===== config.mk =====
export PLATFORM = sky130hd
export DESIGN_NAME = sync_framed_receiver_dedup
export DESIGN_NICKNAME = d
export VERILOG_FILES = /design/src/hw/rtl/sfr_pkg.sv /design/src/hw/rtl/sync_framed_receiver_dedup.sv /design/src/hw/rtl/sfr_ram.sv /design/src/hw/rtl/sfr_out.sv
export SDC_FILE = /design/constraint.sdc
export NUM_CORES = 1
export LEC_CHECK = 0
export ABC_AREA = 0
export BUFFER_PORTS_ARGS = -buffer_cell sky130_fd_sc_hd__buf_4
export CORE_MARGIN = 2
export CORE_UTILIZATION = 50
export DETAILED_ROUTE_END_ITERATION = 10
export PLACE_DENSITY = 0.66
export RECOVER_POWER = 100
export SKIP_CTS_REPAIR_TIMING = 1
export SLEW_MARGIN = 30
export SYNTH_ARGS = -nofsm -noshare
export SYNTH_HDL_FRONTEND = slang
export SYNTH_SLANG_ARGS = --single-unit

===== constraint.sdc =====
create_clock -name clk -period 8.1 [get_ports clk]
set_input_delay 0.81 -clock clk [delete_from_list [all_inputs] [get_ports clk]]
set_output_delay 0.81 -clock clk [all_outputs]
set_load 0.005 [all_outputs]

===== src/hw/rtl/sfr_pkg.sv =====
// Shared types and constants for the sync framed receiver.
// No dependencies; imported by the output stage and the top level.
package sfr_pkg;

  localparam int unsigned ByteW = 8;
  localparam int unsigned IdxW  = 6;

  // One result item as it sits in the output register.
  typedef struct packed {
    logic             status;
    logic [ByteW-1:0] frame_byte;
    logic [IdxW-1:0]  byte_index;
    logic             last;
  } out_item_t;

endpackage


===== src/hw/rtl/sync_framed_receiver_dedup.sv =====
// Sync framed receiver with duplicate suppression: top level.
// Depends on sfr_pkg, sfr_ram and sfr_out.
//
// Each received byte is taken, then checked in the next cycle against the
// stored copy, whose byte at the same position comes out of the saved-frame
// memory read port. After the last byte of a frame, a frame equal to the
// stored copy gives one duplicate item; any other frame is replayed from the
// frame memory byte by byte (memory read, then output load and write into
// the saved copy), FRAME_LEN items in all, during which no input is taken.
// The output register lets the next byte be taken while a result still
// waits. Both memories are written before they are read and need no clearing
// after reset.
module sync_framed_receiver_dedup import sfr_pkg::*; #(
  parameter int unsigned FRAME_LEN = 29
) (
  input  logic             clk,
  input  logic             rst,
  input  logic             s_tvalid,
  output logic             s_tready,
  input  logic [7:0]       s_tdata,   // [7:0] rx_byte
  output logic             m_tvalid,
  input  logic             m_tready,
  output logic [15:0]      m_tdata,   // [7:0] frame_byte, [13:8] byte_index, [15:14] zero
  output logic             m_tuser,   // [0] status
  output logic             m_tlast,
  input  logic             cfg_we,
  input  logic             cfg_index,
  input  logic [ByteW-1:0] cfg_data
);

  localparam int unsigned AW = $clog2(FRAME_LEN);

  typedef enum logic [4:0] {
    S_IN  = 5'b00001,
    S_CHK = 5'b00010,
    S_DUP = 5'b00100,
    S_RD  = 5'b01000,
    S_WR  = 5'b10000
  } state_t;

  localparam logic CFG_SYNC_FIRST  = 1'b0;
  localparam logic CFG_SYNC_SECOND = 1'b1;

  state_t           state;
  logic [ByteW-1:0] sync_first;
  logic [ByteW-1:0] sync_second;
  logic             collecting;
  logic [AW-1:0]    fill_count;
  logic [AW-1:0]    idx;
  logic [ByteW-1:0] in_byte;
  logic [ByteW-1:0] byte0;
  logic [ByteW-1:0] byte1;
  logic             diff;
  logic             saved_valid;

  logic [ByteW-1:0] frame_rdata;
  logic [ByteW-1:0] saved_rdata;
  logic             frame_we;
  logic [AW-1:0]    frame_waddr;
  logic             saved_we;

  logic [AW:0]      cnt_next;
  logic [ByteW-1:0] second_byte;
  logic             bad_sync;
  logic             complete;
  logic             byte_diff;
  logic             differs;
  logic             out_free;
  logic             out_load;
  out_item_t        out_item;
  out_item_t        out_q;

  assign s_tready    = (state == S_IN);
  assign cnt_next    = {1'b0, fill_count} + 1'b1;
  assign second_byte = (fill_count == AW'(1)) ? in_byte : byte1;
  assign bad_sync    = (byte0 != sync_first) || (second_byte != sync_second);
  assign complete    = (cnt_next == (AW+1)'(FRAME_LEN));
  assign byte_diff   = (saved_rdata != in_byte);
  assign differs     = !saved_valid || diff || byte_diff;

  assign frame_we    = (state == S_CHK) && (collecting || (in_byte == sync_first));
  assign frame_waddr = collecting ? fill_count : '0;
  assign saved_we    = (state == S_WR) && out_free;

  sfr_ram #(.WIDTH(ByteW), .DEPTH(FRAME_LEN)) u_frame_ram (
    .clk   (clk),
    .we    (frame_we),
    .waddr (frame_waddr),
    .wdata (in_byte),
    .raddr (idx),
    .rdata (frame_rdata)
  );

  // Read the stored copy at the position of the next incoming byte.
  sfr_ram #(.WIDTH(ByteW), .DEPTH(FRAME_LEN)) u_saved_ram (
    .clk   (clk),
    .we    (saved_we),
    .waddr (idx),
    .wdata (frame_rdata),
    .raddr (fill_count),
    .rdata (saved_rdata)
  );

  always_comb begin
    out_load = 1'b0;
    out_item = '{status: 1'b1, frame_byte: '0, byte_index: '0, last: 1'b1};
    if (state == S_WR) begin
      out_load = out_free;
      out_item = '{status: 1'b0, frame_byte: frame_rdata, byte_index: IdxW'(idx),
                   last: (idx == AW'(FRAME_LEN - 1))};
    end else if (state == S_DUP) begin
      out_load = out_free;
    end else if (state == S_CHK) begin
      out_load = collecting && !bad_sync && complete && !differs && out_free;
    end
  end

  sfr_out u_out (
    .clk      (clk),
    .rst      (rst),
    .load     (out_load),
    .item     (out_item),
    .m_tready (m_tready),
    .m_tvalid (m_tvalid),
    .item_q   (out_q),
    .free     (out_free)
  );

  assign m_tdata = {2'b00, out_q.byte_index, out_q.frame_byte};
  assign m_tuser = out_q.status;
  assign m_tlast = out_q.last;

  always_ff @(posedge clk) begin
    if (rst) begin
      sync_first  <= 8'hAA;
      sync_second <= 8'h55;
    end else if (cfg_we) begin
      unique case (cfg_index)
        CFG_SYNC_FIRST:  sync_first  <= cfg_data;
        CFG_SYNC_SECOND: sync_second <= cfg_data;
        default: ;
      endcase
    end
  end

  always_ff @(posedge clk) begin
    if (rst) begin
      state       <= S_IN;
      collecting  <= 1'b0;
      fill_count  <= '0;
      idx         <= '0;
      diff        <= 1'b0;
      saved_valid <= 1'b0;
    end else begin
      unique case (state)
        S_IN: begin
          if (s_tvalid) begin
            state <= S_CHK;
          end
        end
        S_CHK: begin
          state <= S_IN;
          if (!collecting) begin
            if (in_byte == sync_first) begin
              collecting <= 1'b1;
              fill_count <= AW'(1);
              diff       <= byte_diff;
            end
          end else if (bad_sync) begin
            // drop the frame; this byte is not retried as a first sync byte
            collecting <= 1'b0;
            fill_count <= '0;
          end else if (complete) begin
            collecting <= 1'b0;
            fill_count <= '0;
            if (differs) begin
              idx   <= '0;
              state <= S_RD;
            end else if (!out_free) begin
              state <= S_DUP;
            end
          end else begin
            fill_count <= cnt_next[AW-1:0];
            diff       <= diff || byte_diff;
          end
        end
        S_DUP: begin
          if (out_free) begin
            state <= S_IN;
          end
        end
        S_RD: begin
          state <= S_WR;
        end
        S_WR: begin
          if (out_free) begin
            if (idx == AW'(FRAME_LEN - 1)) begin
              saved_valid <= 1'b1;
              state       <= S_IN;
            end else begin
              idx   <= idx + 1'b1;
              state <= S_RD;
            end
          end
        end
        default: state <= S_IN;
      endcase
    end
  end

  always_ff @(posedge clk) begin
    if (state == S_IN && s_tvalid) begin
      in_byte <= s_tdata;
    end
    if (state == S_CHK) begin
      if (!collecting) begin
        byte0 <= in_byte;
      end else if (fill_count == AW'(1)) begin
        byte1 <= in_byte;
      end
    end
  end

`ifndef ASSERT_OFF
  a_fill_range: assert property (@(posedge clk) disable iff (rst)
    fill_count < AW'(FRAME_LEN - 1) || fill_count == AW'(FRAME_LEN - 1))
    else $error("fill count beyond frame length");

  a_dup_shape: assert property (@(posedge clk) disable iff (rst)
    m_tvalid && m_tuser |-> m_tlast && m_tdata == 16'h0000)
    else $error("duplicate item carries frame data");

  a_saved_after_replay: assert property (@(posedge clk) disable iff (rst)
    $rose(saved_valid) |-> $past(state == S_WR))
    else $error("stored copy marked valid outside replay");

  a_no_input_in_replay: assert property (@(posedge clk) disable iff (rst)
    (state == S_RD || state == S_WR) |=> !(collecting && fill_count != '0))
    else $error("collection state changed during replay");
`endif

endmodule


===== src/hw/rtl/sfr_ram.sv =====
// Generic simple dual-port RAM: one write port, one registered read port.
// No dependencies.
module sfr_ram #(
  parameter int unsigned WIDTH = 8,
  parameter int unsigned DEPTH = 29
) (
  input  logic                     clk,
  input  logic                     we,
  input  logic [$clog2(DEPTH)-1:0] waddr,
  input  logic [WIDTH-1:0]         wdata,
  input  logic [$clog2(DEPTH)-1:0] raddr,
  output logic [WIDTH-1:0]         rdata
);

  logic [WIDTH-1:0] mem [DEPTH];

  always_ff @(posedge clk) begin
    if (we) begin
      mem[waddr] <= wdata;
    end
    rdata <= mem[raddr];
  end

endmodule


===== src/hw/rtl/sfr_out.sv =====
// Output register stage of the receiver: holds one result item until taken.
// Depends on sfr_pkg.
module sfr_out import sfr_pkg::*; (
  input  logic      clk,
  input  logic      rst,
  input  logic      load,
  input  out_item_t item,
  input  logic      m_tready,
  output logic      m_tvalid,
  output out_item_t item_q,
  output logic      free
);

  assign free = !m_tvalid || m_tready;

  always_ff @(posedge clk) begin
    if (rst) begin
      m_tvalid <= 1'b0;
    end else if (free) begin
      m_tvalid <= load;
    end
  end

  always_ff @(posedge clk) begin
    if (free && load) begin
      item_q <= item;
    end
  end

endmodule

==> implementation parameters, run 1 <==
Parameter                              Value

Logic synthesis
  Synth Area in Compound Gates ... 0.02877
  Adder-cell share of the synthesized area ... 0.004004
  Cell type with the largest total area after synthesis ... sky130_fd_sc_hd__edfxtp_1
  Area fraction in and, or, nand and nor cells after synthesis ... 0.06029
  Synthesized area ... roughly 22000 um^2
  Distinct cells, synth ... 59
  Number of synthesized register bits ... 554
  Yosys Warn Count ... 0
  Share of synthesized registers carrying an async set or reset ... 0
  Dominant cell by count in the synthesized netlist ... sky130_fd_sc_hd__edfxtp_1
  Multiplexer share of the synthesized area ... 0.1419
  Commonest cells in the synthesized netlist ... sky130_fd_sc_hd__edfxtp_1, sky130_fd_sc_hd__mux4_2, sky130_fd_sc_hd__nor2_1
  Leading cell types by total area after synthesis ... sky130_fd_sc_hd__edfxtp_1, sky130_fd_sc_hd__mux4_2, sky130_fd_sc_hd__dfxtp_1
  Syn_area_per_cell ... 18.71 um^2
  Synth Instances ... ~1200
  Xor and xnor fraction of the mapped netlist area ... 0.01281
  Largest family of logic cells by synthesized area ... multiplexers
  Most used flip-flop cell after synthesis ... sky130_fd_sc_hd__edfxtp_1
  Yosys top cell area share ... 0.6905
  Fraction of the yosys area taken by sequential cells ... 0.7372
  Number of enable flip-flop cells after synthesis ... between 500 and 600

Clock tree
  Number of clock sinks ... around 550
  Worst-skew pair later-pin latency ... 620 ps
  H-Tree Level Count ... 2
  CTS root buf ... sky130_fd_sc_hd__clkbuf_16
  CTS Buf Count ... 54
  Buffers from clock root to sink, at most ... 3
  Clock tree from TritonCTS ... built
  Clock-pin slew reported for the worst setup and hold paths after clock tree synthesis ... roughly 70 ps

Drt
  Total met3 wirelength after detailed routing ... 3394 um
  Average routed wire per standard cell ... 25.97 um
  Met2 wire len ... approximately 23000 um
  DRC violation count after routing ... 0
  Wire length the detailed router placed on met1 ... 20820 um
  Count of routing violations after the opening detailed-route iteration ... 1011
  Total via count after detailed routing ... 11040
  Uppermost metal layer occupied by signal nets ... met4
  Via density ... 5.966
  Remaining number of nets flagged by the antenna check after routing ... 0
  Count of TritonRoute iterations in the first routing pass ... 5
  Total routed wirelength ... between 40000 and 50000 um

Timing
  Setup slack of the critical path after layout ... 2910 ps
  Top achievable clock speed ... ~0.19 GHz
  Setup repair after global routing missed its margin ... no
  Minimum clock period ... 5190 ps
  Final-report hold violation count ... 0
  Transition time of the tightest slew-check pin ... about 3700 ps
  Final setup violating endpoints ... 0
  Final number of max-transition violations ... ~400
  Final worst path period share ... 0.6408
  Hold WS ... between 300 and 400 ps
  Worst-case headroom to the max-slew limit ... -1.463
  Setup total negative slack ... 0 ps
  Clock Skew ... between 20 and 25 ps

Placement
  Final HPWL from detailed placement ... ~29000 um
  Routability congestion estimate from global placement ... 0.7667
  Port-buffer cells ... 38
  Post-placement cell count ... 1749
  Worst slack, placed ... 4334 ps

Power and ir drop
  Standby leakage power ... roughly 7.6 nW
  Total power per unit cell area ... around 230 nW/um^2
  VDD IR-drop max ... 0.1875 mV

Cells and area
  Fraction of layout cells with a size suffix above 1 ... 0.2150
  Antenna diode count ... 0
  Core utilization of the finished layout ... 0.5667
  Layout Nets ... approximately 1200
  Synth-to-layout area growth ... 11.85%
  Number of cells in the finished layout apart from fillers ... between 1500 and 2000

Setup path
  Category of the worst setup path capture point ... flip-flop
  Required time of the critical path ... between 8000 and 9000 ps
  Category of the worst setup path launch point ... flip-flop
  Critical path arrival ... ~5400 ps
  Critical-path maximum fanout ... roughly 60
  Startpoint-to-endpoint class of the critical path ... reg2reg

Floorplan
  Die area ... ~45000 um^2
  Row count ... 76
  Placeable core region ... ~43000 um^2
  Die width ... 213.2 um
  Top Ports ... 42
  Initial standard-cell utilization of the core ... 0.5067
  Die span in y ... between 200 and 250 um

GRT
  Wire length of the first global-routing pass ... between 70000 and 80000 um
  Global route total overflow ... 0
  Largest net degree at the start of global routing ... 66
  Via count of the first global-routing pass ... between 10000 and 15000
  Overall track demand over capacity in global routing ... 0.2202
  Antenna violations before repair ... 0

Job
  Reported max-cap violation count ... 11

Hold path
  Hold crit path type ... in2reg

Outcome
  Violated checks ... capacitance limit, slew limit
  Status ... finished, violations left
[registers in the layout, indices dropped and copies added (netlist names)]
signal	flops
u_out.m_tvalid	1
sync_second	8
diff	1
u_saved_ram.rdata	8
state	5
u_frame_ram.mem	232
collecting	1
byte1	8
in_byte	8
fill_count	5
sync_first	8
saved_valid	1
idx	5
byte0	8
u_out.item_q	15
u_saved_ram.mem	232
u_frame_ram.rdata	8
[metrics by stage]
step           total power, mW  instance area (um^2)
2_1_floorplan            3.232                 21880
3_3_place_gp             3.271                 22780
3_5_place_dp             3.276                 22810
4_1_cts                  5.754                 24580
5_1_grt                  5.864                 24470
6_report                 5.715                 24470
[cells by family after synthesis]
| kind of cell | after synthesis |
|---|---|
| adder cells (fa/ha/maj) | 7 |
| XOR/XNOR | 32 |
| multiplexers | 149 |
| AND/OR/NAND/NOR | 263 |
| buffers and inverters | 79 |
| flip-flops | 554 |
| other | 1 |
| AO/OA/AOI/OAI | 84 |
[metal layers]
layer | track usage | vias up
li1 | - | 4805
met1 | 0.3259 | 5757
met2 | 0.3402 | 405
met3 | 0.03751 | 71
met4 | 0.06489 | 0
met5 | 0 | -
[worst paths after layout]
path | cells past startpoint | from | endpoint | slack [ps]
max reg2reg | 4 | idx[1] | u_saved_ram.mem[26][6] | 2910
min | 1 | s_tdata[5] | in_byte[5] | 390
min reg2reg | 2 | saved_valid | saved_valid | 470
max | 4 | idx[1] | u_saved_ram.mem[26][6] | 2910
[where the power goes]
group          switching (mW)  total [mW]  internal (mW)  leakage, nW
Sequential            0.00759        3.12           3.11         4.92
Combinational          0.0653      0.0928         0.0275         1.77
Clock                    1.07        2.50           1.43        0.878
Total                    1.15        5.71           4.57         7.57
[final cells by class]
cell class | instances | area, um^2
Fill cell | 3310 | 18710
Sequential cell | 554 | 16140
Multi-Input combinational cell | 538 | 5404
Clock buffer | 74 | 1493
Tap cell | 585 | 732.0
Timing Repair Buffer | 55 | 356.6
Clock inverter | 27 | 281.5
Inverter | 17 | 63.81
[cells in the final DEF (no fill, tap or decap), types with 7 or more instances in the layout]
cell type	netlist	routed
sky130_fd_sc_hd__o2111ai_1	10	10
sky130_fd_sc_hd__nand3_1	20	20
sky130_fd_sc_hd__clkinv_2	0	11
sky130_fd_sc_hd__edfxtp_1	503	503
sky130_fd_sc_hd__nor2b_1	8	8
sky130_fd_sc_hd__nor2_1	83	83
sky130_fd_sc_hd__nand4_1	11	12
sky130_fd_sc_hd__inv_1	17	17
sky130_fd_sc_hd__clkbuf_16	0	56
sky130_fd_sc_hd__clkbuf_1	37	28
sky130_fd_sc_hd__buf_4	5	18
sky130_fd_sc_hd__a22oi_1	12	12
sky130_fd_sc_hd__dfxtp_1	51	47
sky130_fd_sc_hd__xnor2_1	18	18
sky130_fd_sc_hd__and2_0	0	9
sky130_fd_sc_hd__clkbuf_4	0	22
sky130_fd_sc_hd__nand2b_1	10	10
sky130_fd_sc_hd__a21oi_1	19	19
sky130_fd_sc_hd__xor2_1	14	14
sky130_fd_sc_hd__nand2_1	58	58
sky130_fd_sc_hd__mux2_2	8	8
sky130_fd_sc_hd__mux2i_1	13	13
sky130_fd_sc_hd__nand3b_1	9	9
sky130_fd_sc_hd__and3_1	15	15
sky130_fd_sc_hd__nor3_1	13	13
sky130_fd_sc_hd__mux4_2	128	128
sky130_fd_sc_hd__ha_1	7	7
[worst max-delay path, stage by stage, from the launching register on]
cell and delay, ps:
sky130_fd_sc_hd__dfxtp_1 330, sky130_fd_sc_hd__clkbuf_1 2590, sky130_fd_sc_hd__ha_1 480, sky130_fd_sc_hd__nand2_1 330, sky130_fd_sc_hd__nor3_1 1060
No activity file was read; power rests on OpenSTA's default activity.
==> run 2: changes to the inputs <==
- clock period: 8.1 -> 5.28 ns (I/O delays scaled with it)
==> run 2 against run 1 <==
The run still ends with capacitance limit, slew limit left. Non-clock buffer count increased by 1. Worst setup slack got worse by 1900 ps. Sequential cell count unchanged.
==> implementation parameters, run 2 (synthesis gave the netlist of run 1 again) <==
Parameter                              Value

Floorplan
  Die span in y ... 213.2 um
  Initial standard-cell utilization of the core ... 0.5067
  Die width ... between 200 and 250 um
  Top Ports ... 42
  Row count ... between 70 and 80
  Die area ... ~45000 um^2
  Placeable core region ... about 43000 um^2

Hold path
  Min-delay src ... s_tdata[5]
  Hold crit path type ... in2reg

Outcome
  Status ... finished, violations left
  Violated checks ... capacitance limit, slew limit

Timing
  Final worst path period share ... 0.8019
  Clock Skew ... between 20 and 25 ps
  Minimum clock period ... 4234 ps
  Setup repair after global routing missed its margin ... no
  Final-report hold violation count ... 0
  Final setup violating endpoints ... 0
  Setup total negative slack ... 0 ps
  Hold WS ... about 130 ps
  Top achievable clock speed ... 0.2362 GHz
  Final number of max-transition violations ... ~320
  Transition time of the tightest slew-check pin ... about 2400 ps
  Worst-case headroom to the max-slew limit ... -0.6045

Setup path
  Startpoint-to-endpoint class of the critical path ... reg2reg
  Required time of the critical path ... around 5500 ps
  Critical Path Start ... in_byte[3]
  Category of the worst setup path capture point ... flip-flop
  Critical-path maximum fanout ... 34
  R2r startpoint ... in_byte[3]
  Critical path arrival ... approximately 4500 ps
  Category of the worst setup path launch point ... flip-flop

Drt
  Via density ... around 5.9
  Remaining number of nets flagged by the antenna check after routing ... 0
  Total via count after detailed routing ... 10950
  Total routed wirelength ... between 40000 and 50000 um
  Count of routing violations after the opening detailed-route iteration ... 927
  DRC violation count after routing ... 0
  Average routed wire per standard cell ... ~26 um
  Count of TritonRoute iterations in the first routing pass ... 5

Cells and area
  Antenna diode count ... 0
  Number of fill cells in the layout ... 3335
  Layout Nets ... between 1000 and 1500
  Most frequent standard cell in the layout excluding fill and tap cells ... sky130_fd_sc_hd__edfxtp_1
  Synth-to-layout area growth ... 11.55%
  Fraction of layout cells with a size suffix above 1 ... 0.2115
  Registers with the most flip-flops ... u_frame_ram.mem x232, u_saved_ram.mem x232, u_out.item_q x15
  Commonest cells after routing, fill and taps aside ... sky130_fd_sc_hd__edfxtp_1, sky130_fd_sc_hd__mux4_2, sky130_fd_sc_hd__nor2_1

Job
  Reported max-cap violation count ... 9

Clock tree
  Clock-pin slew reported for the worst setup and hold paths after clock tree synthesis ... about 60 ps
  Clock tree from TritonCTS ... built
  H-Tree Level Count ... 2
  Buffers from clock root to sink, at most ... 3
  CTS root buf ... sky130_fd_sc_hd__clkbuf_16
  Number of clock sinks ... about 550
  Worst-skew pair later-pin latency ... between 600 and 700 ps
  CTS Buf Count ... 55

GRT
  Largest net degree at the start of global routing ... between 60 and 70
  Wire length of the first global-routing pass ... ~71000 um
  Via count of the first global-routing pass ... approximately 11000
  Antenna violations before repair ... 1
  Overall track demand over capacity in global routing ... 0.2167
  Global route total overflow ... 0

Placement
  Port-buffer cells ... 38
  Final HPWL from detailed placement ... slightly below 30000 um
  Routability congestion estimate from global placement ... 0.8132

Power and ir drop
  Standby leakage power ... 7.532 nW
  Total power per unit cell area ... 353.0 nW/um^2
  VDD IR-drop max ... between 0.2 and 0.3 mV
[run 2: per-layer routing]
layer	up-vias	part of all wire	track usage
li1	4796	-	-
met1	5667	0.43	0.3143
met2	420	0.48	0.3355
met3	70	0.071	0.04074
met4	0	0.025	0.07112
met5	-	0	0
[run 2: critical path: stages (launching register included)]
cell	delay, ps
sky130_fd_sc_hd__edfxtp_1	310
sky130_fd_sc_hd__clkbuf_1	1370
sky130_fd_sc_hd__xor2_1	150
sky130_fd_sc_hd__nor4_1	470
sky130_fd_sc_hd__nand4_1	280
sky130_fd_sc_hd__nor2b_1	180
sky130_fd_sc_hd__nand4_1	220
sky130_fd_sc_hd__a21oi_2	830
[run 2: metrics by stage]
| stage | power, mW | cells | worst slack, ps | area, um^2 | utilization |
|---|---|---|---|---|---|
| floorplan | 4.958 | 1171 | 1647 | 21880 | - |
| global placement | 5.023 | 1750 | 1626 | 22790 | 0.5278 |
| detailed placement | 5.028 | 1750 | 1572 | 22810 | 0.5285 |
| CTS | 8.671 | 1852 | 1531 | 24510 | 0.5678 |
| global route | 8.857 | 1852 | 722.7 | 24400 | 0.5652 |
| finish | 8.613 | 1852 | 1046 | 24400 | 0.5652 |
[run 2: report_power, final]
part	leakage, nW	switching, mW	internal [mW]
Combinational	1.78	0.0959	0.0414
Sequential	4.92	0.0194	4.78
Clock	0.832	1.58	2.10
Total	7.53	1.70	6.92
[run 2: worst paths after layout]
path / slack [ps] / cells after the start / end
worst max-delay path: 1050 / 7 / u_out.item_q[10]
worst min-delay path: 130 / 1 / in_byte[5]
worst max register to register: 1050 / 7 / u_out.item_q[10]
worst min register to register: 500 / 2 / sync_first[6]
[run 2: final cells by class]
class	instances	area, um^2	area share
Clock inverter	22	178.9	0.007333
Clock buffer	80	1520	0.06230
Inverter	17	63.81	0.002615
Multi-Input combinational cell	538	5419	0.2221
Timing Repair Buffer	56	354.1	0.01451
Sequential cell	554	16130	0.6612
Tap cell	585	732.0	0.03000
